===== src/rtl/rubd_pkg.sv =====
// Shared types, constants and the per-pixel demosaic function for the RAW12 Bayer demosaic.
`default_nettype none
package rubd_pkg;

    localparam int CFG_WIDTH = 13;
    localparam int Q_DEPTH   = 4;
    localparam int QPW       = $clog2(Q_DEPTH);

    typedef enum logic [1:0] {
        REG_CFA_PATTERN   = 2'd0,
        REG_PAIRS_PER_ROW = 2'd1,
        REG_ROW_COUNT     = 2'd2
    } reg_index_t;

    localparam logic [1:0]  CFA_RESET   = 2'd0;
    localparam logic [11:0] PAIRS_RESET = 12'd2048;
    localparam logic [12:0] ROWS_RESET  = 13'd3072;

    localparam logic [1:0] COL_RED   = 2'd0;
    localparam logic [1:0] COL_GREEN = 2'd1;
    localparam logic [1:0] COL_BLUE  = 2'd2;

    // Colour of each site, indexed by pattern and then {row odd, column odd}.
    localparam logic [1:0] CFA_COLOUR [4][4] = '{
        '{COL_BLUE,  COL_GREEN, COL_GREEN, COL_RED},
        '{COL_RED,   COL_GREEN, COL_GREEN, COL_BLUE},
        '{COL_GREEN, COL_RED,   COL_BLUE,  COL_GREEN},
        '{COL_GREEN, COL_BLUE,  COL_RED,   COL_GREEN}
    };

    typedef struct packed {
        logic       opcode;
        logic [7:0] packed_byte_first;
        logic [7:0] packed_byte_middle;
        logic [7:0] packed_byte_last;
    } pix_item_t;

    typedef struct packed {
        logic [7:0] red_a;
        logic [7:0] green_a;
        logic [7:0] blue_a;
        logic [7:0] red_b;
        logic [7:0] green_b;
        logic [7:0] blue_b;
        logic       end_of_frame;
    } rgb_item_t;

    typedef struct packed {
        logic [7:0] red;
        logic [7:0] green;
        logic [7:0] blue;
    } rgb_t;

    // One classified column pair handed from the front to the back.
    // Column element 0 is the top row, 2 the newest (bottom) row.
    typedef struct packed {
        logic            emit;
        logic            y_odd;
        logic            q_first;
        logic            top_edge;
        logic            bottom_edge;
        logic            p_nonzero;
        logic            eof;
        logic [2:0][7:0] col_a;
        logic [2:0][7:0] col_b;
    } entry_t;

    function automatic rgb_t demosaic(
        input logic [1:0] pat,
        input logic       y_odd,
        input logic       x_odd,
        input logic [7:0] ctr,
        input logic [7:0] n,
        input logic [7:0] s,
        input logic [7:0] w,
        input logic [7:0] e,
        input logic [7:0] nw,
        input logic [7:0] ne,
        input logic [7:0] sw,
        input logic [7:0] se
    );
        rgb_t       res;
        logic [1:0] c;
        logic [1:0] hc;
        logic [9:0] cross_sum;
        logic [9:0] diag;
        logic [8:0] hsum;
        logic [8:0] vsum;
        c         = CFA_COLOUR[pat][{y_odd, x_odd}];
        hc        = CFA_COLOUR[pat][{y_odd, ~x_odd}];
        cross_sum = 10'(n) + 10'(s) + 10'(w) + 10'(e);
        diag      = 10'(nw) + 10'(ne) + 10'(sw) + 10'(se);
        hsum      = 9'(w) + 9'(e);
        vsum      = 9'(n) + 9'(s);
        if (c != COL_GREEN)
        begin
            res.green = cross_sum[9:2];
            if (c == COL_RED)
            begin
                res.red  = ctr;
                res.blue = diag[9:2];
            end
            else
            begin
                res.blue = ctr;
                res.red  = diag[9:2];
            end
        end
        else
        begin
            res.green = ctr;
            if (hc == COL_RED)
            begin
                res.red  = hsum[8:1];
                res.blue = vsum[8:1];
            end
            else
            begin
                res.blue = hsum[8:1];
                res.red  = vsum[8:1];
            end
        end
        return res;
    endfunction

endpackage
`default_nettype wire


===== src/rtl/rubd_queue.sv =====
// Short FIFO of classified entries between the front and the back.
`default_nettype none
module rubd_queue
    import rubd_pkg::*;
(
    input  wire logic         clk,
    input  wire logic         rst_n,
    input  wire logic         push,
    input  wire entry_t       push_data,
    input  wire logic         pop,
    output entry_t            head,
    output logic              head_valid,
    output logic [QPW:0]      count
);

    entry_t           store [Q_DEPTH];
    logic [QPW-1:0]   wr_ptr_reg;
    logic [QPW-1:0]   rd_ptr_reg;
    logic [QPW:0]     count_reg;

    always_ff @(posedge clk)
    begin
        if (push)
        begin
            store[wr_ptr_reg] <= push_data;
        end
    end

    always_ff @(posedge clk or negedge rst_n)
    begin
        if (!rst_n)
        begin
            wr_ptr_reg <= '0;
            rd_ptr_reg <= '0;
            count_reg  <= '0;
        end
        else
        begin
            if (push)
            begin
                wr_ptr_reg <= wr_ptr_reg + 1'b1;
            end
            if (pop)
            begin
                rd_ptr_reg <= rd_ptr_reg + 1'b1;
            end
            if (push && !pop)
            begin
                count_reg <= count_reg + 1'b1;
            end
            else if (pop && !push)
            begin
                count_reg <= count_reg - 1'b1;
            end
        end
    end

    assign head       = store[rd_ptr_reg];
    assign head_valid = (count_reg != '0);
    assign count      = count_reg;

endmodule
`default_nettype wire


===== config.mk =====
export PLATFORM = sky130hd
export DESIGN_NAME = rubd_queue
export DESIGN_NICKNAME = d
export VERILOG_FILES = /design/src/rtl/rubd_pkg.sv /design/src/rtl/rubd_queue.sv
export SDC_FILE = /design/constraint.sdc
export NUM_CORES = 1
export LEC_CHECK = 0
export ABC_CLOCK_PERIOD_IN_PS = 4700
export BUFFER_PORTS_ARGS = -buffer_cell sky130_fd_sc_hd__buf_4
export CORE_MARGIN = 4
export CORE_UTILIZATION = 51
export DETAILED_ROUTE_END_ITERATION = 6
export GPL_TIMING_DRIVEN = 0
export PLACE_DENSITY = 0.69
export RECOVER_POWER = 50
export SLEW_MARGIN = 40
export SYNTH_ARGS = -nofsm -noshare
export SYNTH_HDL_FRONTEND = slang
export SYNTH_SLANG_ARGS = --single-unit

===== constraint.sdc =====
create_clock -name clk -period 4.7 [get_ports clk]
set_input_delay 0.235 -clock clk [delete_from_list [all_inputs] [get_ports clk]]
set_output_delay 0.235 -clock clk [all_outputs]
set_load 0.01 [all_outputs]

Word-level counts from Yosys, hierarchy flattened

Memories as Yosys holds them, arrays and structs flattened.
Index checks and enable logic that the tools add are counted.

Flip-flop bits (word level): 7
RAM bits: 220
Output and inout bits: 59
Memories kept: 1

Add/subtract/negate cells: 4
Multiplexer cells: 4
Reductions and logical operators: 6

Memories:

| memory | depth | width | rd ports | clocked after Yosys merged registers in | write ports | RTL line         | text |
|---|---|---|---|---|---|---|---|
| store  | 4     | 55    | 1        | 0                                       | 1           | rubd_queue.sv:16 | `entry_t store [Q_DEPTH];` |

Operators by type and width:

| operator                                         | count |
|---|---|
| two-way mux 3 bit                                | 2 |
| adder 2 x 1 -> 2 bit, second input constant      | 2 |
| adder 3 x 1 -> 3 bit, second input constant      | 1 |
| nonzero test 3 bit                               | 1 |
| subtractor 3 x 1 -> 3 bit, second input constant | 1 |
| logical AND 1 bit                                | 2 |
| logical NOT 1 bit                                | 2 |
| two-way mux 1 bit                                | 2 |
| nonzero test 2 bit                               | 1 |

Logic depth before layout (Yosys ltp)

Depth after elaboration: 4
Gate-level depth with buffers: 7
Depth with buffers taken out: 7

Least setup slack after synthesis

Ideal clock, no wire load.

Path type: flip-flop to flip-flop
Start: reg wr_ptr_reg[0]
End: mem store[0][0] (netlist bit) (enable)
Arrival time: 1925 ps
Required time: 4282 ps
Setup slack: 2357 ps
Stages on the path, launching flop included: 4
Period minus slack after synthesis: 2343 ps
Cell sequence: dfrtp_1 inv_1 ha_1 and2_1

RTL lines:

| item                   | RTL line         | text |
|---|---|---|
| from (decl)            | rubd_queue.sv:17 | `logic [QPW-1:0] wr_ptr_reg;` |
| from (signal assigned) | rubd_queue.sv:41 | `wr_ptr_reg <= wr_ptr_reg + 1'b1;` |
| to (decl)              | rubd_queue.sv:16 |  |

No word-level cell before the write port.

Final worst setup path

Start: in push
End: mem store[3][21] (netlist bit) (enable)

Longest elaborated chain between the ends: 2

RTL lines:

| item                                    | RTL line         | text |
|---|---|---|
| from (decl)                             | rubd_queue.sv:8  | `input wire logic push,` |
| two-way mux 1 bit                       | rubd_queue.sv:23 | `if (push)` |
| two-way mux 1 bit (not written as such) | rubd_queue.sv:25 | `store[wr_ptr_reg] <= push_data;` |

No other way between the ends.

==> impl_metrics.toml <==
[route]
wl_per_cell_um = 20.34
num_vias = 3976
drc = 0
vias_per_cell = 5.266
ant_nets = 0
wirelength_mm = 15.36
drtIter0Drc = 220
first_pass_iters = 4

[logic_synthesis]
syn_nets = 385
yosysUniqueCellTypes = 18
syn_area_sq_mm = 0.008318
ys.warnings.count = 0
yosysSeqAreaShare_pct = 81.53
ys_ff_latch = 227
synth_top_area_share_pct = 79.42
synth_area_leaders = "edfxtp_1 79%, mux4_2 15%, dfrtp_1 2.1%"
synth_cells = 320
syn_avg_cell_area_sq_um = 25.99
synth_top_cell_by_area = "edfxtp_1"

[power]
leakage_nw = 3.579
irDropWorstVdd_uv = 371.2
cellPowerDensity_mw_per_mm2 = 609.3

[critical_path]
critPathLaunchType = "input pin"
worstPathRequired_ps = 4870
max_stage_delay_ps = 1710
path_cells = "dlygate4sd3_1 -> clkbuf_1 -> and2_0 -> buf_12"
cp_max_fo = 28
crit_start = "push"
path_buf_inv = 3
cp_slowest_cell = "and2_0"
crit-reg2reg-launch = "wr_ptr_reg[0]$_DFFE_PN0P_"
critical_path_class = "in2reg"
worst_ep_arrival_time_ps = 3100
end_kind = "flop"
r2r_setup_slack_ps = 1840
cp_top_family = "simple AND/OR/NAND/NOR gates"

[sta]
min_period_ps = 2933
tightest_slew_ps = 2249
whs_ps = 189.5
period_share_pct = 62.39
drv_slew = 28
slew_headroom_pct = -50.04
setup_tns_ps = 0
worst_slack_ps = 1768
final_hold_viol_count = 0
finalSetupViolCount = 0
max_freq_ghz = 0.3410
skew_ps = 11.88
rsz0062_at_grt = "no"

[floorplan]
pin_count = 118
die_w_um = 135.7
row_count = 46
die_area_sq_mm = 0.01842
core_area_sq_mm = 0.01594
die_h_um = 135.7
initial_core_util_pct = 52.17

[cells_and_area]
layoutNonFillerInstCount = 755
final_common_cell = "edfxtp_1"
drive_above_1_share_pct = 29.87
synthToLayoutAreaGrowth_pct = 27.50
nNetsFinal = 589
final_cell_mix = "220 x edfxtp_1, 70 x clkbuf_1, 59 x buf_4"
final_core_util_pct = 66.52
largest_reg_flops = 220
diodes = 0

[clocking]
clockBufferDepth = 3
cts_sinks = 227
clk-insertion-delay-late_ps = 480
path_clk_slew_ps = 60
cts_root_buffer = "clkbuf_16"
numCtsBuffers = 23
htreeDepth = 1
cts_tree = "yes"
post_cts_buffers = 0

[job]
maxCapViolCount = 1

[outcome]
violations = "capacitance limit, slew limit"
status = "complete, but fails checks"

[global_routing]
overflow = 0
grt_usage_pct = 17.14
antenna_found_initial = 0
grt_pass1_vias = 4430
grt_max_degree = 32
grt_pass1_wl_mm = 24.03

[place]
portBuffers = 117
pre_cts_ws_ps = 2914
dp_cells = 657
dp.final_hpwl_mm = 9.120
place.gp.congestion = 0.6648

[hold_path]
hold_class = "in2async"
## worst reg2reg max path, stage by stage (launching register included)
cell and delay [ps]:
dfrtp_1 400, ha_1 170, and2_0 1640, buf_12 320
## timing repair
item	4_1_cts	5_1_grt
resized for setup	0	0
hold endpoints to repair	230	0
hold buffers	58	0
## synth_stat cells
cell / count
xnor2_1: 2
xor2_1: 4
fa_1: 1
ha_1: 5
o21ai_0: 1
clkbuf_1: 1
dfrtp_1: 7
nand2_1: 2
inv_1: 4
and2_1: 4
mux4_2: 55
nor2_1: 1
buf_2: 5
mux2_2: 1
buf_6: 4
edfxtp_1: 220
buf_4: 2
or3_1: 1
## final cells by class
cell class / count / area (sq um)
Sequential cell: 227 / 6782
Clock inverter: 6 / 56.30
Buffer: 12 / 81.33
Tap cell: 216 / 270.3
Multi-Input combinational cell: 77 / 1440
Clock buffer: 34 / 646.9
Inverter: 4 / 15.01
Fill cell: 1098 / 5338
Timing Repair Buffer: 179 / 1314
## final timing paths
kind / endpoint / cells after the start
min in group clk: rd_ptr_reg[0]$_DFFE_PN0P_ / 3
min: count[1]$_DFFE_PN0P_ / 2
max: store[3][21]$_DFFE_PP_ / 4
max reg2reg: store[3][21]$_DFFE_PP_ / 3
min reg2reg: count[2]$_DFFE_PN0P_ / 1
max in group asynchronous: rd_ptr_reg[0]$_DFFE_PN0P_ / 2
## report_power, final
group | internal [mW] | total (mW) | leakage (nW) | switching, mW
combinational | 1.04 | 2.03 | 1.13 | 0.989
sequential | 2.65 | 2.75 | 2.10 | 0.0994
clock | 1.00 | 1.68 | 0.342 | 0.680
total | 4.69 | 6.46 | 3.58 | 1.77
## cell families after synthesis
group,share of synthesized area (%)
flops,81.53
fa+ha+maj,0.9928
compound gates,0.06011
xor+xnor,0.6318
mux,15.03
buf+inv,1.248
simple gates,0.5114
## metrics by stage
stage / power, mW / instance area, sq um
global route: 6.773 / 10610
floorplan: 3.955 / 8318
CTS: 6.596 / 10840
detailed placement: 4.868 / 9557
finish: 6.461 / 10610
global placement: 4.809 / 9467
## metal layers
layer,track usage (%),wire length (um)
met4,4.311,252
met1,21.58,5934
met5,0,0
met2,31.17,8356
met3,2.860,813
Power figures use the tool's default switching activity.
