==> config.mk <==
export PLATFORM = sky130hd
export DESIGN_NAME = rubd_back
export DESIGN_NICKNAME = d
export VERILOG_FILES = /design/src/rtl/rubd_pkg.sv /design/src/rtl/rubd_back.sv
export SDC_FILE = /design/constraint.sdc
export NUM_CORES = 1
export LEC_CHECK = 0
export BUFFER_PORTS_ARGS = -buffer_cell sky130_fd_sc_hd__buf_4
export CAP_MARGIN = 30
export CORE_MARGIN = 4
export CORE_UTILIZATION = 45
export DETAILED_ROUTE_END_ITERATION = 10
export HOLD_SLACK_MARGIN = 0.02
export PLACE_DENSITY = 0.66
export SLEW_MARGIN = 15
export SYNTH_ARGS = -nofsm -noshare
export SYNTH_HDL_FRONTEND = slang
export SYNTH_SLANG_ARGS = --single-unit
==> constraint.sdc <==
create_clock -name clk -period 8.8 [get_ports clk]
set_clock_uncertainty 0.15 [all_clocks]
set_input_delay 1.76 -clock clk [delete_from_list [all_inputs] [get_ports clk]]
set_output_delay 1.76 -clock clk [all_outputs]
set_load 0.005 [all_outputs]
==> src/rtl/rubd_pkg.sv <==
// Shared types, constants and the per-pixel demosaic function for the RAW12 Bayer demosaic.
`default_nettype none
package rubd_pkg;

    localparam int CFG_WIDTH = 13;
    localparam int Q_DEPTH   = 4;
    localparam int QPW       = $clog2(Q_DEPTH);

    typedef enum logic [1:0] {
        REG_CFA_PATTERN   = 2'd0,
        REG_PAIRS_PER_ROW = 2'd1,
        REG_ROW_COUNT     = 2'd2
    } reg_index_t;

    localparam logic [1:0]  CFA_RESET   = 2'd0;
    localparam logic [11:0] PAIRS_RESET = 12'd2048;
    localparam logic [12:0] ROWS_RESET  = 13'd3072;

    localparam logic [1:0] COL_RED   = 2'd0;
    localparam logic [1:0] COL_GREEN = 2'd1;
    localparam logic [1:0] COL_BLUE  = 2'd2;

    // Colour of each site, indexed by pattern and then {row odd, column odd}.
    localparam logic [1:0] CFA_COLOUR [4][4] = '{
        '{COL_BLUE,  COL_GREEN, COL_GREEN, COL_RED},
        '{COL_RED,   COL_GREEN, COL_GREEN, COL_BLUE},
        '{COL_GREEN, COL_RED,   COL_BLUE,  COL_GREEN},
        '{COL_GREEN, COL_BLUE,  COL_RED,   COL_GREEN}
    };

    typedef struct packed {
        logic       opcode;
        logic [7:0] packed_byte_first;
        logic [7:0] packed_byte_middle;
        logic [7:0] packed_byte_last;
    } pix_item_t;

    typedef struct packed {
        logic [7:0] red_a;
        logic [7:0] green_a;
        logic [7:0] blue_a;
        logic [7:0] red_b;
        logic [7:0] green_b;
        logic [7:0] blue_b;
        logic       end_of_frame;
    } rgb_item_t;

    typedef struct packed {
        logic [7:0] red;
        logic [7:0] green;
        logic [7:0] blue;
    } rgb_t;

    // One classified column pair handed from the front to the back.
    // Column element 0 is the top row, 2 the newest (bottom) row.
    typedef struct packed {
        logic            emit;
        logic            y_odd;
        logic            q_first;
        logic            top_edge;
        logic            bottom_edge;
        logic            p_nonzero;
        logic            eof;
        logic [2:0][7:0] col_a;
        logic [2:0][7:0] col_b;
    } entry_t;

    function automatic rgb_t demosaic(
        input logic [1:0] pat,
        input logic       y_odd,
        input logic       x_odd,
        input logic [7:0] ctr,
        input logic [7:0] n,
        input logic [7:0] s,
        input logic [7:0] w,
        input logic [7:0] e,
        input logic [7:0] nw,
        input logic [7:0] ne,
        input logic [7:0] sw,
        input logic [7:0] se
    );
        rgb_t       res;
        logic [1:0] c;
        logic [1:0] hc;
        logic [9:0] cross_sum;
        logic [9:0] diag;
        logic [8:0] hsum;
        logic [8:0] vsum;
        c         = CFA_COLOUR[pat][{y_odd, x_odd}];
        hc        = CFA_COLOUR[pat][{y_odd, ~x_odd}];
        cross_sum = 10'(n) + 10'(s) + 10'(w) + 10'(e);
        diag      = 10'(nw) + 10'(ne) + 10'(sw) + 10'(se);
        hsum      = 9'(w) + 9'(e);
        vsum      = 9'(n) + 9'(s);
        if (c != COL_GREEN)
        begin
            res.green = cross_sum[9:2];
            if (c == COL_RED)
            begin
                res.red  = ctr;
                res.blue = diag[9:2];
            end
            else
            begin
                res.blue = ctr;
                res.red  = diag[9:2];
            end
        end
        else
        begin
            res.green = ctr;
            if (hc == COL_RED)
            begin
                res.red  = hsum[8:1];
                res.blue = vsum[8:1];
            end
            else
            begin
                res.blue = hsum[8:1];
                res.red  = vsum[8:1];
            end
        end
        return res;
    endfunction

endpackage
`default_nettype wire

==> src/rtl/rubd_back.sv <==
// Back end: 3x3 window with edge mirroring, bilinear demosaic and output register.
`default_nettype none
module rubd_back
    import rubd_pkg::*;
(
    input  wire logic        clk,
    input  wire logic        rst_n,
    input  wire logic [1:0]  cfa_pattern,
    input  wire entry_t      head,
    input  wire logic        head_valid,
    output logic             pop,
    output logic             rgb_valid,
    input  wire logic        rgb_stall,
    output rgb_item_t        rgb
);

    logic [2:0][7:0] win_reg [3];
    logic [7:0]      w [3][4];
    rgb_item_t       rgb_reg;
    rgb_item_t       rgb_next;
    logic            valid_reg;
    rgb_t            left;
    rgb_t            right;

    assign pop = head_valid && (!valid_reg || !rgb_stall);

    always_comb
    begin
        for (int i = 0; i < 3; i++)
        begin
            w[i][0] = win_reg[0][i];
            w[i][1] = win_reg[1][i];
            w[i][2] = win_reg[2][i];
            w[i][3] = head.p_nonzero ? head.col_a[i] : win_reg[1][i];
            if (head.q_first)
            begin
                w[i][0] = w[i][2];
            end
        end
        if (head.top_edge)
        begin
            for (int j = 0; j < 4; j++)
            begin
                w[0][j] = w[2][j];
            end
        end
        if (head.bottom_edge)
        begin
            for (int j = 0; j < 4; j++)
            begin
                w[2][j] = w[0][j];
            end
        end
        left  = demosaic(cfa_pattern, head.y_odd, 1'b0, w[1][1], w[0][1], w[2][1],
                         w[1][0], w[1][2], w[0][0], w[0][2], w[2][0], w[2][2]);
        right = demosaic(cfa_pattern, head.y_odd, 1'b1, w[1][2], w[0][2], w[2][2],
                         w[1][1], w[1][3], w[0][1], w[0][3], w[2][1], w[2][3]);
        rgb_next.red_a        = left.red;
        rgb_next.green_a      = left.green;
        rgb_next.blue_a       = left.blue;
        rgb_next.red_b        = right.red;
        rgb_next.green_b      = right.green;
        rgb_next.blue_b       = right.blue;
        rgb_next.end_of_frame = head.eof;
    end

    always_ff @(posedge clk)
    begin
        if (pop && head.emit)
        begin
            rgb_reg <= rgb_next;
        end
    end

    always_ff @(posedge clk or negedge rst_n)
    begin
        if (!rst_n)
        begin
            valid_reg <= 1'b0;
            for (int k = 0; k < 3; k++)
            begin
                win_reg[k] <= '0;
            end
        end
        else
        begin
            if (pop && head.emit)
            begin
                valid_reg <= 1'b1;
            end
            else if (!rgb_stall)
            begin
                valid_reg <= 1'b0;
            end
            if (pop)
            begin
                win_reg[0] <= win_reg[2];
                win_reg[1] <= head.col_a;
                win_reg[2] <= head.col_b;
            end
        end
    end

    assign rgb_valid = valid_reg;
    assign rgb       = rgb_reg;

endmodule
`default_nettype wire

* Yosys cells after proc, flatten, opt, wreduce, memory -nomap -nowiden
Cells that the tools add are included.
Widths: inputs -> output; s select.
** Storage, ports and cells
- Register bits :: 122
- Logic and storage cells :: 78
** Operators by class
- Add/sub/neg operators :: 16
- Order comparisons :: 3
- Eq/ne operators :: 3
- Mux-type cells :: 29
- Bitwise operators :: 3
- Reduce and logical (&&, ||, !) cells :: 7
** Operators with widths (number)
- $mux 8 :: 16
- $add 8x8->9 :: 8
- $mux 32 :: 2
- $mux 24 :: 2
- $add 10x8->10 :: 4
- $add 9x8->10 :: 4
- $bmux 8 s2 :: 1
- $ge 3x3->1 const B :: 3
- $not 2->3 :: 3
- $bmux 2 s2 :: 2
- $mux 2 :: 4
- $ne 2x1->1 const B :: 3
- $logic_not 2->1 :: 2
- $logic_and 1x1->1 :: 2
- $logic_not 1->1 :: 2
- $mux 1 :: 2
- $logic_or 1x1->1 :: 1

* Longest topological paths before layout
- Depth in word-level cells :: 10
- Gate-level depth with buffers :: 18

* Worst setup path after synthesis
Ideal clock, no wire load.
- Path kind :: in2reg
- Start :: input port head[51] (netlist bit)
- End :: register rgb_reg (netlist bit rgb[46]) (data pin)
- Library setup time :: 0.207 ns
- Data arrival time :: 5.834 ns
- Setup slack :: 2.609 ns
- Stages :: 18
- Buffers on the path :: 3
- Path through :: buf_6 clkbuf_1 clkbuf_1 a211oi_1 a21oi_1 a21oi_1 fa_1 inv_1 fa_1 nor2b_1 nand2_1 fa_1 nor2b_1 o21a_1 o21ai_1 a21oi_1 mux2_2 a2111oi_0
** RTL lines
- start, declared :: line rubd_back.sv:9 : input wire entry_t head,
- end signal, assigned :: line rubd_back.sv:71 : rgb_reg <= rgb_next;
- end, declared :: line rubd_back.sv:19 : rgb_item_t rgb_reg;

==> results.py <==
metrics = {
    "grt": {
        "grt_pass1_wl_um": 44300,
        "gr-usage-all-layers_pct": 22.2,
        "busiest_layer": "met2",
        "grt_pass1_vias": 7871,
        "use_met2_pct": 33.0,
        "grt_overflow_total": 0,
        "use_met1_pct": 32.0,
        "grtUsageMet3_pct": 5.14,
        "grt_max_degree": 74,
        "antenna_found_initial": 0,
    },
    "sta": {
        "hold_viol_final": 0,
        "fin_hold_ws_ps": 351,
        "setup_viol": 0,
        "max_freq_ghz": 0.167,
        "period_minus_slack_ps": 5980,
        "rsz0062_at_grt": "false",
        "fin_tns_setup_ps": 0,
        "worst_slack_ps": 2820,
        "slew_headroom_pct": 47.9,
        "timing.final.crit_share_pct": 68.0,
        "tightest_slew_ps": 760,
        "slew_violations": 0,
    },
    "critical_path": {
        "crit_type": "primary input to flop",
        "critPathMaxFanout": 52,
        "r2r_cells": 15,
        "reg2reg_from": "win_reg[16]",
        "startpoint_type": "primary input",
        "ff2ff_setup_slack_ps": 4270,
        "r2r_end": "rgb[30]",
        "end_kind": "flop",
        "cp_data_arrival_time_ps": 5980,
        "required_ps": 8800,
    },
    "cts": {
        "cts_tree": "built",
        "insertion_delay_ps": 430,
        "cts_hold_buffers": 0,
        "numCtsBuffers": 17,
        "post_cts_resized": 0,
        "path_clk_slew_ps": 60,
        "clockRootBuffer": "clkbuf_16",
        "post_cts_buffers": 0,
        "cts_max_level": 4,
        "cts_max_path_buffers": 2,
        "cts.sinks": 122,
    },
    "yosys": {
        "syn_area_um2": 10300,
        "ys_ff_latch": 122,
        "ys_types": 60,
        "synth_edf_count": 49,
        "synth-main-ff-cell": "dfrtp_1",
        "syn_area_per_cell_um2": 10.0,
        "synth_cells": 1033,
        "synth_nets": 1218,
        "synthArstFlopShare_pct": 59.8,
        "ys_warn_count": 0,
        "synth.yosys.seq_area_share_pct": 31.9,
    },
    "power": {
        "power_mw": 3.67,
        "power.leakage_nw": 5.54,
        "vdd_drop_max_v": 0.000133,
        "power.density_nw_per_um2": 305,
    },
    "flow_run": {
        "maxCapViolations": 0,
    },
    "outcome": {
        "status": "completed",
    },
    "final_layout": {
        "diodes": 0,
        "largest_reg_flops": 56,
        "num-fill-cells": 2050,
        "layout_commonest_cell": "inv_1",
        "utilization_pct": 53.2,
        "finalNonFillerCells": 1422,
        "syn_to_final_growth_pct": 16.3,
        "seq_area_um2": 3300,
        "mostFrequentLayoutCells": "124 x inv_1, 117 x buf_4, 81 x mux2_2, 73 x dfrtp_1, 68 x fa_1",
        "finalInstanceArea_um2": 12000,
        "multi_input_area_um2": 6430,
        "layout-drive-gt1-share_pct": 21.4,
        "final_nets": 1309,
    },
    "placed_design": {
        "dpl.hpwl_um": 21500,
        "gp_congestion": 0.925,
        "io_buffers": 111,
        "dp.cells": 1390,
        "pre_cts_ws_ps": 2430,
        "placed_area_um2": 11500,
    },
    "floorplanning": {
        "die_y_um": 160,
        "die-area_um2": 25500,
        "rows": 55,
        "die_x_um": 160,
        "num_io_pins": 112,
        "core-area_um2": 22600,
        "start_util_pct": 45.7,
    },
    "min_path": {
        "hold_class": "flop to flop",
        "min_to": "win_reg[66]",
        "hp-start": "win_reg[66]",
        "whs_path_depth": 1,
    },
    "drt": {
        "vias_per_cell": 5.61,
        "wl_per_cell_um": 19.5,
        "routed_wl_um": 27700,
        "first_pass_iters": 5,
        "ant_nets": 0,
        "drt_iter0_drc": 631,
        "vias": 7980,
        "drc": 0,
    },
}
## cell usage after synthesis (21+ instances only)
master / count / area share [%]
inv_1: 124 / 4.5
mux2_2: 81 / 8.8
dfrtp_1: 73 / 18
fa_1: 68 / 13
mux2i_1: 65 / 6.3
nand2_1: 62 / 2.2
a21oi_1: 59 / 2.9
ha_1: 56 / 6.8
nor2_1: 56 / 2.0
o21ai_0: 56 / 2.7
edfxtp_1: 49 / 14
clkbuf_1: 30 / 1.1
a21o_1: 25 / 1.8
nor3_1: 21 / 1.0
## how the worst max path moves through the flow
stage	start	endpoint	slack, ps	cells past startpoint
after floorplan	head[51]	rgb[46]	2610	18
after global placement	head[50]	rgb[46]	2490	17
after detailed placement	head[50]	rgb[46]	2430	17
after CTS	head[50]	rgb[30]	2870	17
after global routing	head[51]	rgb[46]	2360	16
final	head[51]	rgb[30]	2820	16
## worst max-delay path: stages
cell,delay (ps)
buf_4,470
mux2i_1,470
a21oi_1,210
a21oi_1,260
fa_1,200
inv_1,60
fa_1,520
nor2b_1,220
nand2_1,110
fa_1,440
nor2b_1,150
o21a_1,150
o21ai_1,90
a21oi_1,270
mux2i_1,110
a2111oi_0,460
## per-layer routing
layer  up-vias  share of wire [%]
li1       3797                  -
met1      3866                 47
met2       276                 43
met3        41                7.4
met4         0                2.6
met5         -                  0
## area by class of cell
cell class	count	area share, %
clock buffer	17	3.53
tap	285	2.96
sequential	122	27.4
multi-input combinational	741	53.4
timing repair buffer	118	7.53
clock inverter	15	1.26
inverter	124	3.87
## cell families after synthesis
family                     after synthesis  share of synthesized area (%)
adders and majority gates              124                           19.9
DFF                                    122                           31.9
buffers and inverters                  170                           6.32
muxes                                  149                           15.8
AOI/OAI and AO/OA                      235                           14.4
xor gates and xnor gates                27                           2.29
and+or+nand+nor                        206                           9.43
## report_power, final
group / switching, mW / total [mW] / internal, mW
combinational: 1.22 / 2.16 / 0.941
sequential: 0.0712 / 0.819 / 0.748
clock: 0.280 / 0.696 / 0.416
total: 1.57 / 3.67 / 2.10
No activity file was read; power rests on OpenSTA's default activity.
